### config.mk
export PLATFORM = sky130hd
export DESIGN_NAME = circular_list_engine
export DESIGN_NICKNAME = d
export VERILOG_FILES = /design/src/design/cle_pkg.sv /design/src/design/cle_ram.sv /design/src/design/circular_list_engine.sv
export SDC_FILE = /design/constraint.sdc
export NUM_CORES = 1
export LEC_CHECK = 0
export BUFFER_PORTS_ARGS = -buffer_cell sky130_fd_sc_hd__buf_2
export CAP_MARGIN = 0
export CORE_ASPECT_RATIO = 0.6
export CORE_MARGIN = 1.5
export CORE_UTILIZATION = 30
export DETAILED_ROUTE_END_ITERATION = 8
export SYNTH_ARGS = -nofsm -noshare
export SYNTH_HDL_FRONTEND = slang
export SYNTH_HIERARCHICAL = 1
export SYNTH_SLANG_ARGS = --single-unit
### constraint.sdc
create_clock -name clock -period 9.84 [get_ports clock]
set_input_delay 0.984 -clock clock [delete_from_list [all_inputs] [get_ports clock]]
set_output_delay 0.984 -clock clock [all_outputs]
set_load 0.005 [all_outputs]
### src/design/cle_pkg.sv
// ----------------------------------------------------------------------------
// Circular list engine package
// Operation codes, status codes and channel widths shared by the design.
// ----------------------------------------------------------------------------
package cle_pkg;

   localparam logic [2:0] OP_ADD_FRONT = 3'd0;
   localparam logic [2:0] OP_ADD_BACK  = 3'd1;
   localparam logic [2:0] OP_INS_KEY   = 3'd2;
   localparam logic [2:0] OP_DEL_FRONT = 3'd3;
   localparam logic [2:0] OP_DEL_BACK  = 3'd4;
   localparam logic [2:0] OP_DEL_KEY   = 3'd5;
   localparam logic [2:0] OP_DUMP      = 3'd6;
   localparam logic [2:0] OP_DUMP_REV  = 3'd7;

   localparam logic [1:0] ST_OK        = 2'd0;
   localparam logic [1:0] ST_EMPTY     = 2'd1;
   localparam logic [1:0] ST_NOT_FOUND = 2'd2;
   localparam logic [1:0] ST_FULL      = 2'd3;

   localparam int IN_BITS  = 72;
   localparam int OUT_BITS = 40;

endpackage

### src/design/cle_ram.sv
// ----------------------------------------------------------------------------
// Circular list engine RAM
// Single-port-write, single-port-read memory with a registered read.
// ----------------------------------------------------------------------------
module cle_ram #(
   parameter int WIDTH = 32,
   parameter int DEPTH = 16
) (
   input  logic                     clock,
   input  logic                     wr_en,
   input  logic [$clog2(DEPTH)-1:0] wr_addr,
   input  logic [WIDTH-1:0]         wr_data,
   input  logic [$clog2(DEPTH)-1:0] rd_addr,
   output logic [WIDTH-1:0]         rd_data
);

   logic [WIDTH-1:0] mem_ff [DEPTH];
   logic [WIDTH-1:0] rd_data_ff;

   always_ff @(posedge clock) begin
      if (wr_en) begin
         mem_ff[wr_addr] <= wr_data;
      end
      rd_data_ff <= mem_ff[rd_addr];
   end

   assign rd_data = rd_data_ff;

endmodule

### src/design/circular_list_engine.sv
// ----------------------------------------------------------------------------
// Circular list engine
// Ordered circular singly linked list of signed values in a node pool.
// ----------------------------------------------------------------------------
//  channel | direction | tdata fields (low bit first)
//  req     | in        | op[2:0], value[34:3], key[66:35], zero pad to 72
//  rsp     | out       | status[1:0], item_value[33:2], item_count[38:34], pad
//  rsp     | out       | tlast carries last_item
// A request is taken in an idle cycle. A refusal then goes straight to the response state;
// add and delete front pass through the update state first, plus a second link write when
// one is needed. Key searches and delete back pass through a read state, a check of each
// node visited, the update and the response; a missing key skips the update. Dumps walk
// the list the same way, issue the first read, then emit one result per cycle when taken.
// Reset is synchronous and empties the list. The result register holds while rsp_tready
// is low, the sequencer waits on it, and requests wait until the last result is accepted.
module circular_list_engine #(
   parameter int CAPACITY   = 16,
   parameter int VALUE_BITS = 32
) (
   input  logic                          clock,
   input  logic                          reset,
   input  logic                          req_tvalid,
   output logic                          req_tready,
   input  logic [cle_pkg::IN_BITS-1:0]   req_tdata,   // op, value, key
   output logic                          rsp_tvalid,
   input  logic                          rsp_tready,
   output logic [cle_pkg::OUT_BITS-1:0]  rsp_tdata,   // status, item_value, item_count
   output logic                          rsp_tlast    // last_item
);

   localparam int SW = $clog2(CAPACITY);
   localparam int CW = $clog2(CAPACITY + 1);

   localparam logic [2:0] S_IDLE = 3'd0;
   localparam logic [2:0] S_RD   = 3'd1;
   localparam logic [2:0] S_CHK  = 3'd2;
   localparam logic [2:0] S_UPD  = 3'd3;
   localparam logic [2:0] S_RSP  = 3'd4;
   localparam logic [2:0] S_DOUT = 3'd5;
   localparam logic [2:0] S_WR2  = 3'd6;

   logic [2:0]            state_ff, state_in;
   logic [2:0]            op_ff, op_in;
   logic [VALUE_BITS-1:0] val_ff, val_in, key_ff, key_in;
   logic [CAPACITY-1:0]   free_ff, free_in;
   logic [SW-1:0]         head_ff, head_in, tail_ff, tail_in;
   logic [CW-1:0]         cnt_ff, cnt_in, step_ff, step_in;
   logic [SW-1:0]         cur_ff, cur_in, prev_ff, prev_in;
   logic [SW-1:0]         nslot_ff, nslot_in;
   logic [SW-1:0]         order_ff [CAPACITY];
   logic [SW-1:0]         order_in [CAPACITY];
   logic [CW-1:0]         oidx_ff, oidx_in;
   logic                  ovalid_ff, ovalid_in;
   logic [1:0]            ostat_ff, ostat_in;
   logic [31:0]           oval_ff, oval_in;
   logic [CW-1:0]         ocnt_ff, ocnt_in;
   logic                  olast_ff, olast_in;
   logic [SW-1:0]         wlink_ff, wlink_in;
   logic [SW-1:0]         wslot_ff, wslot_in;

   logic                  v_we, l_we;
   logic [SW-1:0]         v_wa, l_wa, rd_a, l_rd;
   logic [VALUE_BITS-1:0] v_wd, v_rd;
   logic [SW-1:0]         l_wd;
   logic [SW-1:0]         lowfree;

   cle_ram #(.WIDTH(VALUE_BITS), .DEPTH(CAPACITY)) u_vals (
      .clock(clock), .wr_en(v_we), .wr_addr(v_wa), .wr_data(v_wd),
      .rd_addr(rd_a), .rd_data(v_rd));
   cle_ram #(.WIDTH(SW), .DEPTH(CAPACITY)) u_links (
      .clock(clock), .wr_en(l_we), .wr_addr(l_wa), .wr_data(l_wd),
      .rd_addr(rd_a), .rd_data(l_rd));

   always_comb begin
      lowfree = '0;
      for (int i = CAPACITY - 1; i >= 0; i--) begin
         if (free_ff[i]) begin
            lowfree = SW'(i);
         end
      end
   end

   assign req_tready = (state_ff == S_IDLE) && !ovalid_ff;
   assign rsp_tvalid = ovalid_ff;
   assign rsp_tdata  = {{(cle_pkg::OUT_BITS - 39){1'b0}}, 5'(ocnt_ff), oval_ff, ostat_ff};
   assign rsp_tlast  = olast_ff;

   always_comb begin
      logic full, match, done;
      logic [CW-1:0] ri;
      state_in = state_ff; op_in = op_ff; val_in = val_ff; key_in = key_ff;
      free_in = free_ff; head_in = head_ff; tail_in = tail_ff; cnt_in = cnt_ff;
      step_in = step_ff; cur_in = cur_ff; prev_in = prev_ff; nslot_in = nslot_ff;
      order_in = order_ff; oidx_in = oidx_ff;
      ovalid_in = ovalid_ff; ostat_in = ostat_ff; oval_in = oval_ff;
      ocnt_in = ocnt_ff; olast_in = olast_ff; wlink_in = wlink_ff; wslot_in = wslot_ff;
      v_we = 1'b0; v_wa = nslot_ff; v_wd = val_ff;
      l_we = 1'b0; l_wa = '0; l_wd = '0; rd_a = cur_ff;
      full = (cnt_ff == CW'(CAPACITY));
      match = (v_rd == key_ff);
      ri = '0;
      done = 1'b0;
      if (ovalid_ff && rsp_tready) begin
         ovalid_in = 1'b0;
      end
      case (state_ff)
         S_IDLE: begin
            rd_a = head_ff;
            if (req_tvalid && !ovalid_ff) begin
               op_in  = req_tdata[2:0];
               val_in = VALUE_BITS'(signed'(req_tdata[34:3]));
               key_in = VALUE_BITS'(signed'(req_tdata[66:35]));
               cur_in = head_ff; prev_in = tail_ff; step_in = '0;
               nslot_in = lowfree;
               state_in = S_RD;
               ostat_in = cle_pkg::ST_OK;
               case (req_tdata[2:0])
                  cle_pkg::OP_ADD_FRONT, cle_pkg::OP_ADD_BACK: begin
                     if (full) begin ostat_in = cle_pkg::ST_FULL; state_in = S_RSP; end
                     else state_in = S_UPD;
                  end
                  cle_pkg::OP_INS_KEY: begin
                     if (cnt_ff == '0) begin
                        ostat_in = cle_pkg::ST_EMPTY; state_in = S_RSP;
                     end else if (full) begin
                        ostat_in = cle_pkg::ST_FULL; state_in = S_RSP;
                     end
                  end
                  cle_pkg::OP_DEL_FRONT: begin
                     if (cnt_ff == '0) ostat_in = cle_pkg::ST_EMPTY;
                     else state_in = S_UPD;
                     if (cnt_ff == '0) state_in = S_RSP;
                  end
                  default: begin
                     if (cnt_ff == '0) begin
                        ostat_in = cle_pkg::ST_EMPTY; state_in = S_RSP;
                     end
                  end
               endcase
            end
         end
         S_RD: begin
            rd_a = cur_ff;
            state_in = S_CHK;
         end
         S_CHK: begin
            // v_rd and l_rd belong to cur_ff.
            case (op_ff)
               cle_pkg::OP_INS_KEY, cle_pkg::OP_DEL_KEY: begin
                  if (match) state_in = S_UPD;
                  else if (step_ff + 1'b1 == cnt_ff) begin
                     ostat_in = cle_pkg::ST_NOT_FOUND; state_in = S_RSP;
                  end else done = 1'b1;
               end
               cle_pkg::OP_DEL_BACK: begin
                  if (cur_ff == tail_ff) begin
                     state_in = S_UPD;
                  end else done = 1'b1;
               end
               default: begin
                  order_in[step_ff[SW-1:0]] = cur_ff;
                  if (step_ff + 1'b1 == cnt_ff) begin
                     state_in = S_DOUT; oidx_in = '0;
                  end else done = 1'b1;
               end
            endcase
            if (done) begin
               step_in = step_ff + 1'b1;
               prev_in = cur_ff;
               cur_in = l_rd;
               rd_a = l_rd;
               state_in = S_CHK;
               // Read issued now; data arrives next cycle for the new cur.
            end
         end
         S_UPD: begin
            state_in = S_RSP;
            case (op_ff)
               cle_pkg::OP_ADD_FRONT, cle_pkg::OP_ADD_BACK: begin
                  v_we = 1'b1; v_wa = nslot_ff;
                  free_in[nslot_ff] = 1'b0;
                  cnt_in = cnt_ff + 1'b1;
                  l_we = 1'b1; l_wa = nslot_ff;
                  if (cnt_ff == '0) begin
                     l_wd = nslot_ff; head_in = nslot_ff; tail_in = nslot_ff;
                  end else begin
                     l_wd = head_ff;
                     wslot_in = tail_ff; wlink_in = nslot_ff; state_in = S_WR2;
                     if (op_ff == cle_pkg::OP_ADD_FRONT) head_in = nslot_ff;
                     else tail_in = nslot_ff;
                  end
               end
               cle_pkg::OP_INS_KEY: begin
                  v_we = 1'b1; v_wa = nslot_ff;
                  free_in[nslot_ff] = 1'b0;
                  cnt_in = cnt_ff + 1'b1;
                  l_we = 1'b1; l_wa = nslot_ff; l_wd = cur_ff;
                  wslot_in = prev_ff; wlink_in = nslot_ff; state_in = S_WR2;
                  if (cur_ff == head_ff) head_in = nslot_ff;
               end
               default: begin
                  // Remove cur_ff with predecessor prev_ff; l_rd is its successor.
                  free_in[cur_ff] = 1'b1;
                  if (cnt_ff <= CW'(1)) begin
                     head_in = '0; tail_in = '0; cnt_in = '0;
                  end else begin
                     cnt_in = cnt_ff - 1'b1;
                     l_we = 1'b1; l_wa = prev_ff; l_wd = l_rd;
                     if (cur_ff == head_ff) head_in = l_rd;
                     if (cur_ff == tail_ff) tail_in = prev_ff;
                  end
               end
            endcase
            if (op_ff == cle_pkg::OP_DEL_FRONT) begin
               // Front removal reaches here without a read; link data comes
               // from the read issued in the request cycle.
               rd_a = cur_ff;
            end
         end
         S_WR2: begin
            l_we = 1'b1; l_wa = wslot_ff; l_wd = wlink_ff;
            state_in = S_RSP;
         end
         S_RSP: begin
            if (!ovalid_ff || rsp_tready) begin
               ovalid_in = 1'b1; oval_in = '0; ocnt_in = cnt_ff; olast_in = 1'b1;
               state_in = S_IDLE;
            end
         end
         S_DOUT: begin
            if (op_ff == cle_pkg::OP_DUMP) ri = oidx_ff - 1'b1;
            else ri = cnt_ff - oidx_ff;
            rd_a = order_ff[ri[SW-1:0]];
            if (!ovalid_ff || rsp_tready) begin
               if (oidx_ff != '0) begin
                  ovalid_in = 1'b1; ostat_in = cle_pkg::ST_OK;
                  oval_in = 32'(signed'(v_rd)); ocnt_in = cnt_ff;
                  olast_in = (oidx_ff == cnt_ff);
                  if (oidx_ff == cnt_ff) state_in = S_IDLE;
               end
               if (oidx_ff != cnt_ff) oidx_in = oidx_ff + 1'b1;
               if (op_ff == cle_pkg::OP_DUMP) ri = oidx_ff;
               else ri = cnt_ff - 1'b1 - oidx_ff;
               rd_a = order_ff[ri[SW-1:0]];
            end
         end
         default: state_in = S_IDLE;
      endcase
   end

   always_ff @(posedge clock) begin
      if (reset) begin
         state_ff <= S_IDLE; free_ff <= '1; head_ff <= '0; tail_ff <= '0;
         cnt_ff <= '0; ovalid_ff <= 1'b0;
      end else begin
         state_ff <= state_in; free_ff <= free_in; head_ff <= head_in;
         tail_ff <= tail_in; cnt_ff <= cnt_in; ovalid_ff <= ovalid_in;
      end
      op_ff <= op_in; val_ff <= val_in; key_ff <= key_in; step_ff <= step_in;
      cur_ff <= cur_in; prev_ff <= prev_in; nslot_ff <= nslot_in;
      order_ff <= order_in; oidx_ff <= oidx_in; ostat_ff <= ostat_in;
      oval_ff <= oval_in; ocnt_ff <= ocnt_in; olast_ff <= olast_in;
      wlink_ff <= wlink_in; wslot_ff <= wslot_in;
   end

   assert property (@(posedge clock) disable iff (reset)
      cnt_ff <= CW'(CAPACITY))
      else $error("entry count above capacity");
   assert property (@(posedge clock) disable iff (reset)
      $countones(~free_ff) == int'(cnt_ff))
      else $error("free map disagrees with entry count");
   assert property (@(posedge clock) disable iff (reset)
      (rsp_tvalid && !rsp_tready) |=> $stable(rsp_tdata))
      else $error("result changed while stalled");
   assert property (@(posedge clock) disable iff (reset)
      (state_ff != S_IDLE) |-> !req_tready)
      else $error("request taken while busy");

endmodule

==> Word level (Yosys, flattened, before mapping) <==
Memories as Yosys holds them, arrays and structs flattened. A register that Yosys moved wholly into a read port is not among the register bits.
Index checks and enable logic that the tools add are counted.
{ "word_totals": {"regBits": 234, "ram_bits": 576, "input_bits": 76, "wordCells": 279, "memories": 2} }
{ "classes": {"add_sub_neg": 7, "order_cmp": 9, "eq_ne": 39, "mux": 136, "n_bitwise": 8, "reduce_logical": 39} }
{ "memory_table": {"columns": ["memory", "depth", "word_bits", "rd", "rd_ports_with_merged_regs", "wr", "line", "rtl"], "rows": [
  ["u_vals.mem_ff", 16, 32, 1, 1, 1, "cle_ram.sv:17", "logic [WIDTH-1:0] mem_ff [DEPTH];"],
  ["u_links.mem_ff", 16, 4, 1, 1, 1, "cle_ram.sv:17", null]
]} }
{ "op_table": {"columns": ["op", "n"], "rows": [
  ["two-way mux 4 bit", 38],
  ["two-way mux 32 bit", 3],
  ["case mux 4 bit (2 select lines)", 9],
  ["bitwise mux 64 bit", 1],
  ["case mux 32 bit (2 select lines)", 1],
  ["two-way mux 3 bit", 19],
  ["two-way mux 5 bit", 11],
  ["binary-select mux 4 bit (select 4 bit)", 2],
  ["== test 32 bit", 1],
  ["case mux 5 bit (2 select lines)", 3],
  ["two-way mux 1 bit", 23],
  ["two-way mux 2 bit", 11],
  ["inequality test 2 bit, second input constant", 11],
  ["case mux 3 bit (7 select lines)", 1],
  ["== test 3 bit, second input constant", 6],
  ["bitwise AND 16 bit", 1],
  ["demux 4 bit (select 4 bit)", 1],
  ["two-way mux 16 bit", 1],
  ["inverter 16 bit", 1],
  ["OR 16 bit", 1],
  ["adder 5 x 1 -> 5 bit, second input constant", 3],
  ["== test 3 x 2 -> 1 bit, second input constant", 5],
  ["greater-or-equal comparator 5 bit, second input constant", 3],
  ["inverter 4 -> 5 bit", 3],
  ["43 further kinds", 79]
]} }

==> Longest topological paths before layout <==
{ "logic_depth": {"depth_word": 15, "ltp_mapped": 19, "mapped_depth_nobuf": 15} }

==> Modules after synthesis <==
Netlist, hierarchy kept.
{ "by_module_without_submodules": {"columns": ["module", "instances", "cells_per_inst", "area_each_um2"], "rows": [
  ["cle_ram (u_vals)", 1, 838, 19835.3],
  ["circular_list_engine", 1, 965, 11473.5],
  ["cle_ram (u_links)", 1, 130, 2666.3]
]} }

==> Worst setup path before layout <==
Ideal clock, no wire load.
{ "synth_timing": {"kind": "register to register", "start": "register state_ff[0]", "end": "memory u_vals.mem_ff[0][0] (enable)", "setup_time_ps": 461, "arrival_ps": 3965, "setup_slack_ps": 5414, "stages_incl_launch_ff": 9, "period_less_slack_ps": 4426, "path_cell_list": "dfxtp_1 -> inv_2 -> nor2_1 -> and2_1 -> clkbuf_1 -> nand2_1 -> inv_1 -> or3b_2 -> nor3_1"} }
{ "synth_between": {"elab_chain_cells": 4} }
{ "synth_lines": {"columns": ["item", "line", "rtl"], "rows": [
  ["start: declaration", "circular_list_engine.sv:42", "logic [2:0] state_ff, state_in;"],
  ["start signal: assignment", "circular_list_engine.sv:256", "state_ff <= state_in; free_ff <= free_in; head_ff <= head_in;"],
  ["== test 3 x 2 -> 1 bit", "circular_list_engine.sv:106", "case (state_ff)"],
  ["two-way mux 1 bit", "circular_list_engine.sv:106", null],
  ["named net v_we", "circular_list_engine.sv:61", "logic v_we, l_we;"],
  ["two-way mux 1 bit", "cle_ram.sv:21", "if (wr_en) begin"],
  ["two-way mux 1 bit (implied by the code)", "cle_ram.sv:22", "mem_ff[wr_addr] <= wr_data;"],
  ["end: declaration", "cle_ram.sv:17", null]
]} }
The timed path passes the listed nets, and every way through them passes these cells.

==> Worst setup path in the final report <==
{ "layout_timing": {"start": "register cnt_ff[1]", "end": "register u_links.rd_data_ff[3], in the netlist u_links/rd_data[3], read port of u_links.mem_ff"} }
{ "layout_between": {"elab_chain_cells": 11} }
{ "layout_lines": {"columns": ["item", "line", "rtl"], "rows": [
  ["start: declaration", "circular_list_engine.sv:47", "logic [CW-1:0] cnt_ff, cnt_in, step_ff, step_in;"],
  ["start signal: assignment", "circular_list_engine.sv:257", "tail_ff <= tail_in; cnt_ff <= cnt_in; ovalid_ff <= ovalid_in;"],
  ["subtractor 5 x 1 -> 5 bit", "circular_list_engine.sv:243", "else ri = cnt_ff - 1'b1 - oidx_ff;"],
  ["subtractor 4 bit", "circular_list_engine.sv:243", null],
  ["two-way mux 4 bit", "circular_list_engine.sv:242", "if (op_ff == cle_pkg::OP_DUMP) ri = oidx_ff;"],
  ["two-way mux 4 bit", "circular_list_engine.sv:234", "if (!ovalid_ff || rsp_tready) begin"],
  ["two-way mux 4 bit", "circular_list_engine.sv:106", null],
  ["inverter 4 -> 5 bit (implied by the code)", "circular_list_engine.sv:244", "rd_a = order_ff[ri[SW-1:0]];"],
  ["binary-select mux 4 bit (select 4 bit)", "circular_list_engine.sv:244", null],
  ["two-way mux 4 bit (implied by the code) (2 in series)", "circular_list_engine.sv:244", null],
  ["two-way mux 4 bit", "circular_list_engine.sv:234", null],
  ["case mux 4 bit (3 select lines) (*)", "circular_list_engine.sv:106", null],
  ["named net rd_a[0]", "circular_list_engine.sv:62", "logic [SW-1:0] v_wa, l_wa, rd_a, l_rd;"],
  ["end: declaration", "cle_ram.sv:18", "logic [WIDTH-1:0] rd_data_ff;"]
]} }
Mark *: on every way through the listed nets, which the timed path passes. The rest lies on a longest branch. The select of a mux whose other input is x is not followed.
A chain may end at the register's enable or synchronous reset.

==> flow_metrics.tcl <==
set metrics [dict create \
    status "finished, final reports clean" \
    r2r-start "cnt_ff[1]$_SDFFE_PP0P_" \
    cts_root_buf "clkbuf_16" \
    cpMaxStageDelayCell "a21oi_4" \
    seqCellArea_um2 24700 \
    worstSetupEndpointType "flip-flop" \
    max-cap-violations 0 \
    vdd_ir_drop_max_mv 0.414 \
    io_buffer_count 112 \
    vias 18600 \
    grt_pass1_vias 19000 \
    postCtsSetupRepairBufs 0 \
    pre_cts_slack_ps 3650 \
    synth_area_per_cell_um2 17.6 \
    fin_nets 2169 \
    finalHoldViolations 0 \
    cp_cell_sequence "inv_1 > ha_1 > fa_1 > a21oi_4 > a21oi_1 > a22oi_1 > a221oi_1 > a21oi_1 > nor2_1 > a221oi_4 > buf_12 > mux4_1 > a22oi_1 > nand3_1" \
    finalSetupViolations 0 \
    dp_hpwl_um 50000 \
    drv_slew 0 \
    drt_iter0_markers 2154 \
    drive_above_1_share 0.214 \
    crit_arrival_ps 6900 \
    drt-vias-per-instance 5.08 \
    cts-resized-gates 0 \
    antenna_found_initial 10 \
    cts.sinks 846 \
    tns_ps 0 \
    worstSkewPairLatency_ps 650 \
    crit_end "u_links/rd_data[3]$_DFF_P_" \
    power_mw 11.7 \
    place_inst 3489 \
    reg2reg_depth 14 \
    worst-setup-path-type "flip-flop to flip-flop" \
    r2r_slack_ps 3460 \
    worst_slack_ps 3460 \
    dieArea_um2 115000 \
    period_minus_slack_ps 6380 \
    hold_path.class "primary input to flip-flop" \
    synth-xor-area-share 0.0156 \
    crit_required_ps 10350 \
    grt_max_degree 145 \
    synth.distinct_cells 72 \
    synthCells 1933 \
    syn_nets 2028 \
    finalCoreUtilization 0.350 \
    synthArstFlopShare 0 \
    synthAdderAreaFrac 0.00744 \
    gp_routability_congestion 0.837 \
    fill_cells 10400 \
    rsz0062_at_grt "false" \
    period_share 0.649 \
    syn2layout_area_growth_pct 15.5 \
    ant_nets 0 \
    critical-path-max-stage-delay_ps 870 \
    yosysSeqAreaShare 0.727 \
    ctsLongestPathBuffers 3 \
    synth_top_family_by_area "multiplexers" \
    grt-ovfl-total 0 \
    final_cell_count_no_fill 3650 \
    die_w_um 437 \
    crit_path_max_fanout 111 \
    tightest_slew_ps 1180 \
    ios 119 \
    finClkSkew_ps 34.6 \
    cts_made_buffers 86 \
    max-slew-margin-rel 0.212 \
    drt-pass1-iter-count 8 \
    core_um2 112000 \
    num_rows 95 \
    cts_tree "yes" \
    crit_start "cnt_ff[1]$_SDFFE_PP0P_" \
    start_util 0.303 \
    grt_pass1_wl_um 126000 \
    ys_warn_count 6 \
    wirelength_um 85700 \
    ys.flop_type "edfxtp_1" \
    grt.total_usage 0.146 \
    synth_edf_count 777 \
    htreeDepth 3 \
    synthMuxAreaShare 0.119 \
    worst_r2r_endpoint "u_links/rd_data[3]$_DFF_P_" \
    drc_errors 0 \
    start_kind "flip-flop" \
    path_clk_slew_ps 60 \
    fmax_mhz 157 \
    cts_hold_buf 0 \
    dieHeight_um 264 \
    synth_seq_cells 846 \
    synthSimpleGateAreaFrac 0.0588 \
    multiInputGateArea_um2 8830 \
    syn_area_um2 34000 \
    synth_compound_area_frac 0.0534 \
    routedWlPerCell_um 23.5 \
    p_leak_nw 12.8 \
    p_per_area_nw_per_um2 297 \
]
==> worst max-delay path, delay by kind of cell, from the launching register on <==
family / cells / cell delay (ps)
compound gates: 7 / 2520
fa+ha+maj: 2 / 990
buf+inv: 2 / 850
mux: 1 / 680
flops: 1 / 590
simple gates: 2 / 260
==> area by class of cell <==
| class | instances | area share |
|---|---|---|
| Antenna cell | 3 | 0.000191 |
| Clock buffer | 117 | 0.0604 |
| Clock inverter | 41 | 0.0111 |
| Inverter | 26 | 0.00249 |
| Multi-Input combinational cell | 957 | 0.225 |
| Sequential cell | 846 | 0.630 |
| Tap cell | 1503 | 0.0479 |
| Timing Repair Buffer | 157 | 0.0235 |
==> Yosys cell counts (10+ instances only) <==
master / instances / area [um2]
edfxtp_1: 777 / 23300
mux4_2: 131 / 2950
nand2_1: 109 / 409
nor2_1: 102 / 383
a22oi_1: 88 / 661
a21oi_1: 70 / 350
dfxtp_1: 69 / 1380
clkbuf_1: 53 / 199
mux2i_1: 47 / 470
xnor2_1: 43 / 377
and3_1: 40 / 250
nor3_1: 38 / 190
nand3_1: 32 / 160
inv_1: 24 / 90.1
buf_2: 21 / 105
o21bai_1: 19 / 143
mux4_1: 18 / 473
ha_1: 17 / 213
o21ai_0: 15 / 75.1
xor2_1: 15 / 131
a221oi_1: 13 / 114
nand2b_1: 13 / 81.3
nand4_1: 13 / 81.3
buf_4: 12 / 90.1
and2_1: 11 / 68.8
buf_1: 11 / 41.3
a21o_1: 10 / 75.1
nand3b_1: 10 / 75.1
nor2b_1: 10 / 62.6
==> per-layer routing <==
layer / vias up / part of all wire / global-route usage
met5: - / 0.00042 / 0
met4: 6 / 0.019 / 0.0403
met3: 124 / 0.071 / 0.0243
met2: 763 / 0.48 / 0.239
met1: 9643 / 0.42 / 0.202
li1: 8022 / - / -
==> worst min-delay path by stage <==
stage / from / end / slack, ps / depth (start not counted)
finish: req_tdata[63] / key_ff[28]$_DFFE_PP_ / 510 / 1
detailed placement: head_ff[3]$_SDFFE_PP0P_ / head_ff[3]$_SDFFE_PP0P_ / 530 / 2
global route: req_tdata[35] / key_ff[0]$_DFFE_PP_ / 490 / 1
global placement: head_ff[3]$_SDFFE_PP0P_ / head_ff[3]$_SDFFE_PP0P_ / 520 / 2
CTS: req_tdata[40] / key_ff[5]$_DFFE_PP_ / 470 / 1
floorplan: cnt_ff[3]$_SDFFE_PP0P_ / ocnt_ff[3]$_DFFE_PP_ / 400 / 0
==> where the power goes <==
group / internal (mW) / leakage [nW] / switching, mW
Clock: 1.88 / 1.37 / 1.36
Sequential: 4.48 / 7.57 / 0.392
Combinational: 1.56 / 3.89 / 1.99
==> layout by cell type, fill, tap and decap left out, types with 24 or more instances in the layout <==
| cell type | count |
|---|---|
| edfxtp_1 | 777 |
| a22oi_1 | 88 |
| and3_1 | 40 |
| nor2_1 | 88 |
| nor3_1 | 33 |
| xnor2_1 | 43 |
| buf_4 | 43 |
| dfxtp_1 | 69 |
| a21oi_1 | 70 |
| mux2i_1 | 47 |
| inv_1 | 24 |
| nand2_1 | 109 |
| mux4_2 | 131 |
| clkbuf_16 | 87 |
| buf_2 | 112 |
| nand3_1 | 32 |
==> stage by stage <==
step	hold WS [ps]	instance area, um2
after global routing	486	39300
after global placement	515	36400
final	511	39300
after CTS	473	39200
after detailed placement	528	36400
after floorplan	403	34000
==> cell families (layout without fill, tap and decap cells) <==
| group | count (synthesis) | count (layout) |
|---|---|---|
| AOI/OAI and AO/OA | 264 | 264 |
| muxes | 207 | 207 |
| adders and majority gates | 19 | 19 |
| other | 1 | 4 |
| DFF | 846 | 846 |
| buffers and inverters | 130 | 341 |
| xor gates and xnor gates | 59 | 59 |
| and+or+nand+nor | 407 | 407 |
==> sequential cells by signal, summed over array words and instances (netlist names), 2 cells and up <==
register,flops
nslot_ff,4
key_ff,32
oval_ff,32
u_vals/mem_ff,512
order_ff,64
oidx_ff,5
state_ff,3
cur_ff,4
free_ff,16
head_ff,4
wlink_ff,4
u_links/rd_data,4
wslot_ff,4
cnt_ff,5
u_links/mem_ff,64
prev_ff,4
tail_ff,4
ostat_ff,2
ocnt_ff,5
u_vals/rd_data,32
v_wd,32
op_ff,3
step_ff,5
(Power assumes the default switching activity.)
